**config.mk**
```make
export PLATFORM = sky130hd
export DESIGN_NAME = twbc_div
export DESIGN_NICKNAME = d
export VERILOG_FILES = /design/src/rtl/core/twbc_pkg.sv /design/src/rtl/core/twbc_div.sv
export SDC_FILE = /design/constraint.sdc
export NUM_CORES = 1
export LEC_CHECK = 0
export BUFFER_PORTS_ARGS = -buffer_cell sky130_fd_sc_hd__buf_2
export CAP_MARGIN = 20
export CORE_MARGIN = 5
export CORE_UTILIZATION = 50
export DETAILED_ROUTE_END_ITERATION = 10
export PLACE_DENSITY = 0.7
export SYNTH_ARGS = -nofsm -noshare
export SYNTH_HDL_FRONTEND = slang
export SYNTH_SLANG_ARGS = --single-unit
```
**constraint.sdc**
```tcl
create_clock -name clk -period 3.55 [get_ports clk]
set_input_delay 0.5325 -clock clk [delete_from_list [all_inputs] [get_ports clk]]
set_output_delay 0.5325 -clock clk [all_outputs]
set_load 0.01 [all_outputs]
```
**src/rtl/core/twbc_pkg.sv**
```systemverilog
// Shared constants and types for the tile window box collision block.
`timescale 1ns / 1ps

package twbc_pkg;

	// Field widths
	localparam int POS_W  = 16;	// world coordinates, signed
	localparam int TS_W   = 8;	// tile size register
	localparam int MAPD_W = 7;	// map size registers, window bounds
	localparam int IDX_W  = 6;	// tile_col / tile_row ports
	localparam int KIND_W = 8;
	localparam int BOX_W  = POS_W + 2;	// box edges after offsets

	// Parameter defaults
	localparam int DEF_MAX_COLS      = 64;
	localparam int DEF_MAX_ROWS      = 64;
	localparam int DEF_WINDOW_RADIUS = 2;

	// Configuration register indexes
	localparam logic [1:0] CFG_TILE_SIZE  = 2'd0;
	localparam logic [1:0] CFG_MAP_WIDTH  = 2'd1;
	localparam logic [1:0] CFG_MAP_HEIGHT = 2'd2;

	localparam logic [TS_W-1:0]   TILE_SIZE_RST  = 8'd32;
	localparam logic [MAPD_W-1:0] MAP_WIDTH_RST  = 7'd64;
	localparam logic [MAPD_W-1:0] MAP_HEIGHT_RST = 7'd64;

	// Solid tile kinds
	localparam logic [KIND_W-1:0] SOLID_KIND_A = 8'd5;
	localparam logic [KIND_W-1:0] SOLID_KIND_B = 8'd6;

	// Player hitbox geometry
	localparam int PLAYER_OFF_X = 17;
	localparam int PLAYER_OFF_Y = 22;
	localparam int PLAYER_W     = 34;
	localparam int PLAYER_H     = 30;

	typedef struct packed {
		logic [KIND_W-1:0]       kind;
		logic signed [POS_W-1:0] corner_x;
		logic signed [POS_W-1:0] corner_y;
	} tile_entry_t;

endpackage

```
**src/rtl/core/twbc_div.sv**
```systemverilog
// Serial signed floor divider: one quotient bit per cycle.
`timescale 1ns / 1ps

module twbc_div (
	input  logic                              clk,
	input  logic                              arst_n,
	input  logic                              start,
	input  logic signed [twbc_pkg::POS_W-1:0] dividend,
	input  logic [twbc_pkg::TS_W-1:0]         divisor,
	output logic                              done,
	output logic signed [twbc_pkg::POS_W-1:0] quotient
);
	import twbc_pkg::*;

	localparam int CNT_W = $clog2(POS_W);

	logic                    run_q;
	logic                    fin_q;
	logic                    done_q;
	logic [CNT_W-1:0]        cnt_q;
	logic                    neg_q;
	logic [POS_W-1:0]        mag_q;
	logic [TS_W-1:0]         rem_q;
	logic [TS_W-1:0]         div_q;
	logic signed [POS_W-1:0] quot_q;

	logic [POS_W-1:0] dividend_u;
	logic [POS_W-1:0] abs_val;
	logic [TS_W:0]    trial;
	logic [TS_W:0]    diff;
	logic             ge;
	logic [TS_W-1:0]  rem_next;
	logic [POS_W:0]   neg_full;

	assign dividend_u = dividend;
	assign abs_val    = dividend[POS_W-1] ? (~dividend_u + 1'b1) : dividend_u;
	assign trial      = {rem_q, mag_q[POS_W-1]};
	assign diff       = trial - {1'b0, div_q};
	assign ge         = trial >= {1'b0, div_q};
	assign rem_next   = ge ? diff[TS_W-1:0] : trial[TS_W-1:0];
	// floor for negative dividends: -(q) - (remainder != 0)
	assign neg_full   = {(POS_W+1){1'b0}} - {1'b0, mag_q} - (POS_W+1)'(rem_q != '0);

	always_ff @(posedge clk or negedge arst_n) begin
		if (!arst_n) begin
			run_q  <= 1'b0;
			fin_q  <= 1'b0;
			done_q <= 1'b0;
			cnt_q  <= '0;
		end else begin
			done_q <= 1'b0;
			if (start) begin
				run_q <= 1'b1;
				cnt_q <= '0;
			end else if (run_q) begin
				cnt_q <= cnt_q + 1'b1;
				if (cnt_q == CNT_W'(POS_W - 1)) begin
					run_q <= 1'b0;
					fin_q <= 1'b1;
				end
			end else if (fin_q) begin
				fin_q  <= 1'b0;
				done_q <= 1'b1;
			end
		end
	end

	always_ff @(posedge clk) begin
		if (start) begin
			neg_q <= dividend[POS_W-1];
			mag_q <= abs_val;
			rem_q <= '0;
			div_q <= divisor;
		end else if (run_q) begin
			mag_q <= {mag_q[POS_W-2:0], ge};
			rem_q <= rem_next;
		end else if (fin_q) begin
			quot_q <= neg_q ? neg_full[POS_W-1:0] : mag_q;
		end
	end

	assign done     = done_q;
	assign quotient = quot_q;

	a_done_idle: assert property (@(posedge clk) disable iff (!arst_n)
		done_q |-> !run_q && !fin_q)
		else $error("divider done while still working");

	a_run_to_fin: assert property (@(posedge clk) disable iff (!arst_n)
		run_q && !start |=> run_q || fin_q)
		else $error("divider run ended without finish step");

	a_fin_done: assert property (@(posedge clk) disable iff (!arst_n)
		fin_q |=> done_q)
		else $error("divider finish step gave no done");

	a_start_idle: assert property (@(posedge clk) disable iff (!arst_n)
		start |-> !run_q && !fin_q)
		else $error("divider restarted mid-operation");

endmodule

```
==> results of run 1 <==
-- synthesized netlist by cell type (2+ instances only) --
cell type	number	area (sq um)
and2_1	3	18.8
o21a_1	8	60.1
inv_1	29	109
o41ai_1	3	26.3
xnor2_1	8	70.1
nand4_1	3	18.8
xor2_1	19	166
a311oi_1	2	17.5
dfxtp_1	8	160
nor3_1	5	25.0
dfrtp_1	7	175
o31a_1	2	17.5
nor4_1	2	12.5
nor2_1	46	173
o22ai_1	2	12.5
or4_1	3	22.5
buf_1	2	7.51
a21oi_1	30	150
a211o_1	4	35.0
mux2i_1	8	80.1
nand2b_1	8	50.1
mux2_2	3	33.8
a21o_1	6	45.0
nor2b_1	3	18.8
or3_4	2	22.5
ha_1	27	338
nand2_1	19	71.3
a221oi_1	2	17.5
nand3_1	2	10.0
o21ai_0	18	90.1
a311o_1	2	20.0
a31oi_1	2	12.5
o31ai_1	5	37.5
a211oi_1	4	30.0
o21bai_1	2	15.0
clkbuf_1	9	33.8
edfxtp_1	41	1230
a2111oi_0	3	26.3
-- flip-flops by register name, indices dropped and copies added, names as in the netlist --
| name | flops |
|---|---|
| run_q | 1 |
| cnt_q | 4 |
| rem_q | 8 |
| div_q | 8 |
| neg_q | 1 |
| done | 1 |
| quotient | 16 |
| mag_q | 16 |
| fin_q | 1 |
-- logic make-up after synthesis --
kind of cell,after synthesis,synth area share [%]
compound gates,101,18.5
xor+xnor,27,6.61
fa+ha+maj,28,10.0
buf+inv,41,4.30
flops,56,43.8
mux,11,3.18
simple gates,100,13.5
-- area by class of cell --
cell class	instances	area [sq um]
tap	96	120
multi-input combinational	267	1860
sequential	56	1570
clock buffer	6	93.8
fill	609	2880
timing repair buffer	44	223
inverter	30	113
clock inverter	2	17.5
-- path summary, 6_finish.rpt --
kind | endpoint | slack (ns) | from
worst max-delay path | quotient[15] | 0.60 | rem_q[1]
worst min-delay path | cnt_q[3] | 0.03 | arst_n
worst max register to register | quotient[15] | 0.60 | rem_q[1]
worst min register to register | done | 0.51 | fin_q
max in group asynchronous | done | 3.38 | arst_n
min in group clk | div_q[5] | 0.39 | divisor[5]
-- layer usage --
metal  up-vias  wire length, um  global-route usage [%]
met1      1301             3140                    21.0
met3         6              303                    3.11
met2        52             3480                    28.5
met5         -                0                       0
met4         0               59                    4.21
li1       1405                -                       -
-- layout by cell type, fill, tap and decap left out, types with 3 or more instances in the layout --
| cell | n |
|---|---|
| or4_1 | 3 |
| xnor2_1 | 8 |
| a2111oi_0 | 3 |
| buf_2 | 43 |
| clkbuf_8 | 5 |
| a21o_1 | 6 |
| nor3_1 | 5 |
| and2_1 | 3 |
| nor2_1 | 46 |
| o21a_1 | 8 |
| mux2i_1 | 8 |
| a21oi_1 | 30 |
| dfrtp_1 | 7 |
| nand2b_1 | 8 |
| nor2b_1 | 3 |
| nand4_1 | 3 |
| nand2_1 | 19 |
| inv_1 | 29 |
| o21ai_0 | 18 |
| o31ai_1 | 5 |
| mux2_2 | 3 |
| a211o_1 | 4 |
| a211oi_1 | 4 |
| xor2_1 | 19 |
| o41ai_1 | 3 |
| ha_1 | 27 |
| edfxtp_1 | 41 |
| dfxtp_1 | 8 |
-- metrics by stage --
step	utilization, %	total power [uW]	worst slack (ns)
2_1_floorplan	-	1530	0.982
3_3_place_gp	56.4	1700	0.695
3_5_place_dp	56.4	1710	0.604
4_1_cts	58.1	2120	0.587
5_1_grt	58.1	2280	0.350
6_report	58.1	2110	0.596
-- power by group through the flow --
| stage | clock network (uW) | registers (uW) | logic [uW] |
|---|---|---|---|
| floorplan | 0 | 865 | 664 |
| global placement | 0 | 888 | 811 |
| detailed placement | 0 | 894 | 819 |
| CTS | 416 | 879 | 826 |
| global route | 443 | 890 | 946 |
| finish | 404 | 879 | 827 |
==> results.md, run 1 <==
* Result of the run: finished clean
* Skew final at 0.00866 ns
* Core ar. at 6870 sq um
* HPWL Detailed at 5250 um
* Clock buffer depth at 2
* Hold/Removal Path Class: in -> async
* Endpoints failing hold at 0
* Vias per cell at 5.52
* Setup TNS at 0 ns
* Max-cap violations at 0
* Internal power at 1370 uW
* Worst path depth at 12
* Post-route antenna net violation count at 0
* All-Layer GR Usage at 16.4%
* Root Buffer: clkbuf_8
* Clk pwr share at 19.1%
* Post-synth EDFFs at 41
* Crit path buffers/inverters at 1
* Hold buffer count at cts at 0
* Yosys Warn Count at 0
* Routed WL at 6980 um
* Critical path class: reg -> reg
* Cell area power density at 529 nW/um^2
* Arr. time, crit path at 3.03 ns
* CTS buffer count at 5
* Largest net degree at the start of global routing at 55
* Final period util at 83.2%
* Most used cell, CP: ha_1
* FMAX at 339 MHz
* Initial antenna violation count at 0
* Setup crit start kind: register
* Sequential fraction of design power at 41.7%
* Area growth from synthesis to layout at 11.5%
* Critical path, cell by cell: or4_1 > nor2_1 > ha_1 > ha_1 > inv_1 > ha_1 > nor2_1 > o31ai_1 > a21oi_1 > a221oi_1 > mux2i_1 > xnor2_1
* Clock sinks at 56
* Sequential share of the synthesized area at 43.8%
* Die W at 94.6 um
* Top delay family on crit path: simple AND/OR/NAND/NOR gates
* CTS tree: done
* Nets at 459
* Final Cell Area at 3990 sq um
* Leakage at 0.00175 uW
* I/O Pins at 44
* Post-synth ARST share at 12.5%
* First-pass GRT wire length at 11800 um
* CTS resizes at 0
* Synthesis-stage register bit count at 56
* Critical path fanouts, max at 4
* Mapped Avg Cell Area at 9.82 sq um
* Cell Area, Synth at 3580 sq um
* Worst-case reg-to-reg path depth at 12
* Switching portion of total power at 35.1%
* Initial DRC Count at 103
* Fraction of layout cells with a size suffix above 1 at 14.8%
* PortBufs at 43
* Top_reg_cell synth: edfxtp_1
* Residual DRC at 0
* Critical Path RT at 3.62 ns
* Die Ht at 94.6 um
* Hold slack final at 0.0278 ns
* DP Cell Count at 493
* Post CTS Setup Buffer Count at 0
* Die Footprint at 8940 sq um
* Clock-pin slew on the worst setup and hold paths at 0.10 ns
* Final setup violation count at 0
* Peak supply drop at 0.281 mV
* Clk Latency, worst-skew pair at 0.31 ns
* Switching power at 741 uW
* Final Critical Period at 2.95 ns
* CP max stage cell: or4_1
* Routed WL per cell at 13.9 um
* Crit-path max cell delay at 0.55 ns
* Vias in the first global route at 2605
* Final Non-Filler Cells at 501
* Rows at 30
* First-pass DRT Iterations at 4
* Initial Utilization at 52.1%
* CP endpoint kind: register
* Comb pwr share at 39.2%
* Post-Syn Nets at 419
* Slew HR at 42.2%
* GRT overflow at 0
* Vias at 2764
* Final-report max-slew violation count at 0
* Unrepaired setup endpoints after global routing: no
* Number of diodes at 0
* H-tree depth at 2
* Cell Area, Placed at 3880 sq um
* Unique masters post-synth at 50
* Worst-Margin Slew at 0.867 ns
* Placer congestion estimate at 0.841
* Post-Syn Instances at 364
No activity file was read; power rests on OpenSTA's default activity.
==> run 2: changes to the inputs <==
Settings changed: PLACE_DENSITY 0.7 to 0.73.
Clock period 3.55 ns to 2.5 ns, I/O delays scaled along.
==> results.md, run 2 (synthesized netlist as in run 1, its figures left out) <==
* Peak supply drop at 0.430 mV (+53%)
* Skew final at 0.00934 ns (+0.000682 ns)
* Most frequent cells in the layout: 44 x nor2_1, 43 x buf_2, 41 x edfxtp_1
* Arr. time, crit path at 2.57 ns (-0.46 ns)
* Reg2reg start: rem_q[4]
* Unrepaired setup endpoints after global routing: yes
* Routed WL at 7590 um (+8.7%)
* Critical path class: reg -> reg
* Die Ht at 94.6 um (unchanged)
* Max-cap violations at 0 (unchanged)
* All-Layer GR Usage at 17.7% (+1.3 points)
* First-pass GRT wire length at 12600 um (+6.2%)
* End of the critical path: quotient[13]
* Initial Utilization at 52.1% (unchanged)
* FMAX at 393 MHz (+16%)
* Hold/Removal Path Class: in -> reg
* Die W at 94.6 um (unchanged)
* Final period util at 102% (+19 points)
* Internal power at 2150 uW (+57%)
* Most used cell, CP: ha_4
* Final setup violation count at 5 (+5)
* H-tree depth at 2 (unchanged)
* Root Buffer: clkbuf_8
* Fraction of layout cells with a size suffix above 1 at 24.5% (+9.7 points)
* Final-report max-slew violation count at 0 (unchanged)
* Core ar. at 6870 sq um (unchanged)
* Worst-Margin Slew at 0.858 ns (-0.00903 ns)
* Critical path, cell by cell: or4_4 > nor2_4 > ha_4 > ha_4 > inv_2 > ha_4 > nor2_4 > o31ai_4 > a21oi_4 > o22ai_1 > xor2_1 > a21oi_1
* Area growth from synthesis to layout at 20.2%
* Vias in the first global route at 2673 (+2.6%)
* Clock sinks at 56 (unchanged)
* Post-route antenna net violation count at 0 (unchanged)
* Switching portion of total power at 35.4% (+0.26 points)
* Initial antenna violation count at 0 (unchanged)
* Clk pwr share at 15.5% (-3.6 points)
* Clock-pin slew on the worst setup and hold paths at 0.10 ns (about the same)
* Crit path from: rem_q[4]
* Routed WL per cell at 14.5 um (+3.9%)
* R2r setup slk at -0.04 ns (-0.64 ns)
* Placer congestion estimate at 0.871 (+3.5%)
* Critical path fanouts, max at 4 (unchanged)
* GRT overflow at 0 (unchanged)
* Leakage at 0.00188 uW (+7.5%)
* Critical Path RT at 2.53 ns (-1.09 ns)
* CP endpoint kind: register
* Nets at 482 (+5.0%)
* Clk Latency, worst-skew pair at 0.31 ns (about the same)
* Reg2reg end: quotient[13]
* Worst-case reg-to-reg path depth at 12 (unchanged)
* Clock buffer depth at 2 (unchanged)
* Final Critical Period at 2.54 ns (-0.410 ns)
* Endpoints failing hold at 0 (unchanged)
* Tot Pwr at 3330 uW (+58%)
* Result of the run: finished with violations
* Commonest non-fill, non-tap cell in the layout: nor2_1
* Largest net degree at the start of global routing at 55 (unchanged)
* Comb pwr share at 47.6% (+8.4 points)
* HPWL Detailed at 5450 um (+3.8%)
* Crit-path max cell delay at 0.54 ns (about the same)
* Die Footprint at 8940 sq um (unchanged)
* Rows at 30 (unchanged)
* Sequential fraction of design power at 37.0% (-4.7 points)
* Setup crit start kind: register
* PortBufs at 43 (unchanged)
* CP max stage cell: or4_4
* I/O Pins at 44 (unchanged)
* Initial DRC Count at 172 (+67%)
* First-pass DRT Iterations at 4 (unchanged)
* Failing checks: negative setup slack
* Number of diodes at 0 (unchanged)
* Slew HR at 42.8% (+0.60 points)
* Switching power at 1180 uW (+59%)
* Vias per cell at 5.45 (-1.1%)
* Cell area power density at 774 nW/um^2 (+46%)
* Vias at 2858 (+3.4%)
* Hold slack final at 0.236 ns (+0.208 ns)
* CTS tree: done
* Fill cells at 552 (-9.4%)
* Fin worst setup slack at -0.0444 ns (-0.640 ns)
* CTS buffer count at 5 (unchanged)
* Residual DRC at 0 (unchanged)
-- run 2: critical path, delay by kind of cell (launching register included) --
| family | cells | cell delay [ns] |
|---|---|---|
| AO/OA/AOI/OAI | 4 | 0.49 |
| flip-flops | 1 | 0.34 |
| adder cells (fa/ha/maj) | 3 | 0.43 |
| XOR/XNOR | 1 | 0.16 |
| AND/OR/NAND/NOR | 3 | 0.82 |
| buffers and inverters | 1 | 0.04 |
-- run 2: per-stage QoR --
step / utilization, % / cell area, sq um / cells / setup WS (ns) / TNS [ns]
finish: 62.6 / 4300 / 524 / -0.0444 / -0.0828
global route: 62.6 / 4300 / 524 / -0.167 / -0.868
CTS: 61.7 / 4240 / 524 / -0.0956 / -0.367
detailed placement: 58.3 / 4010 / 508 / -0.191 / -0.745
global placement: 58.3 / 4010 / 508 / -0.116 / -0.388
floorplan: - / 3590 / 364 / 0.0194 / 0
-- run 2: timing repair --
item / CTS / global route
setup endpoints to repair: 7 / 13
setup buffers: 7 / 1
hold buffers: 1 / 0
endpoints found under the hold margin: 7 / 0
pin swaps: 17 / 17
resized for setup: 17 / 17
-- run 2: power by group through the flow --
stage / registers (uW) / clock network [uW] / logic [uW]
2_1_floorplan: 1230 / 0 / 957
3_3_place_gp: 1230 / 0 / 1280
3_5_place_dp: 1240 / 0 / 1320
4_1_cts: 1220 / 527 / 1450
5_1_grt: 1250 / 574 / 1770
6_report: 1230 / 515 / 1580
-- run 2: worst min-delay path by stage --
| stage | startpoint | end | slack, ns | cells after the start |
|---|---|---|---|---|
| 5_1_grt | divisor[7] | div_q[7] | 0.22 | 1 |
| 6_report | divisor[0] | div_q[0] | 0.24 | 1 |
| 3_5_place_dp | arst_n | done | 0.22 | 1 |
| 4_1_cts | divisor[3] | div_q[3] | 0.22 | 1 |
| 3_3_place_gp | arst_n | fin_q | 0.21 | 1 |
| 2_1_floorplan | arst_n | cnt_q[0] | 0.08 | 0 |
-- run 2: layer usage --
metal  track usage [%]  up-vias  wire (um)
met1              22.1     1339       3310
met2              31.0       58       3860
met5                 0        -          0
met4              5.17        0         93
li1                  -     1452          -
met3              3.51        9        321
-- run 2: final cells by class --
cell class	count	area [sq um]	area share, %
Clock buffer	6	82.6	1.92
Clock inverter	2	10.0	0.233
Inverter	30	113	2.62
Multi-Input combinational cell	267	1990	46.3
Sequential cell	56	1570	36.6
Tap cell	96	120	2.79
Timing Repair Buffer	67	409	9.52
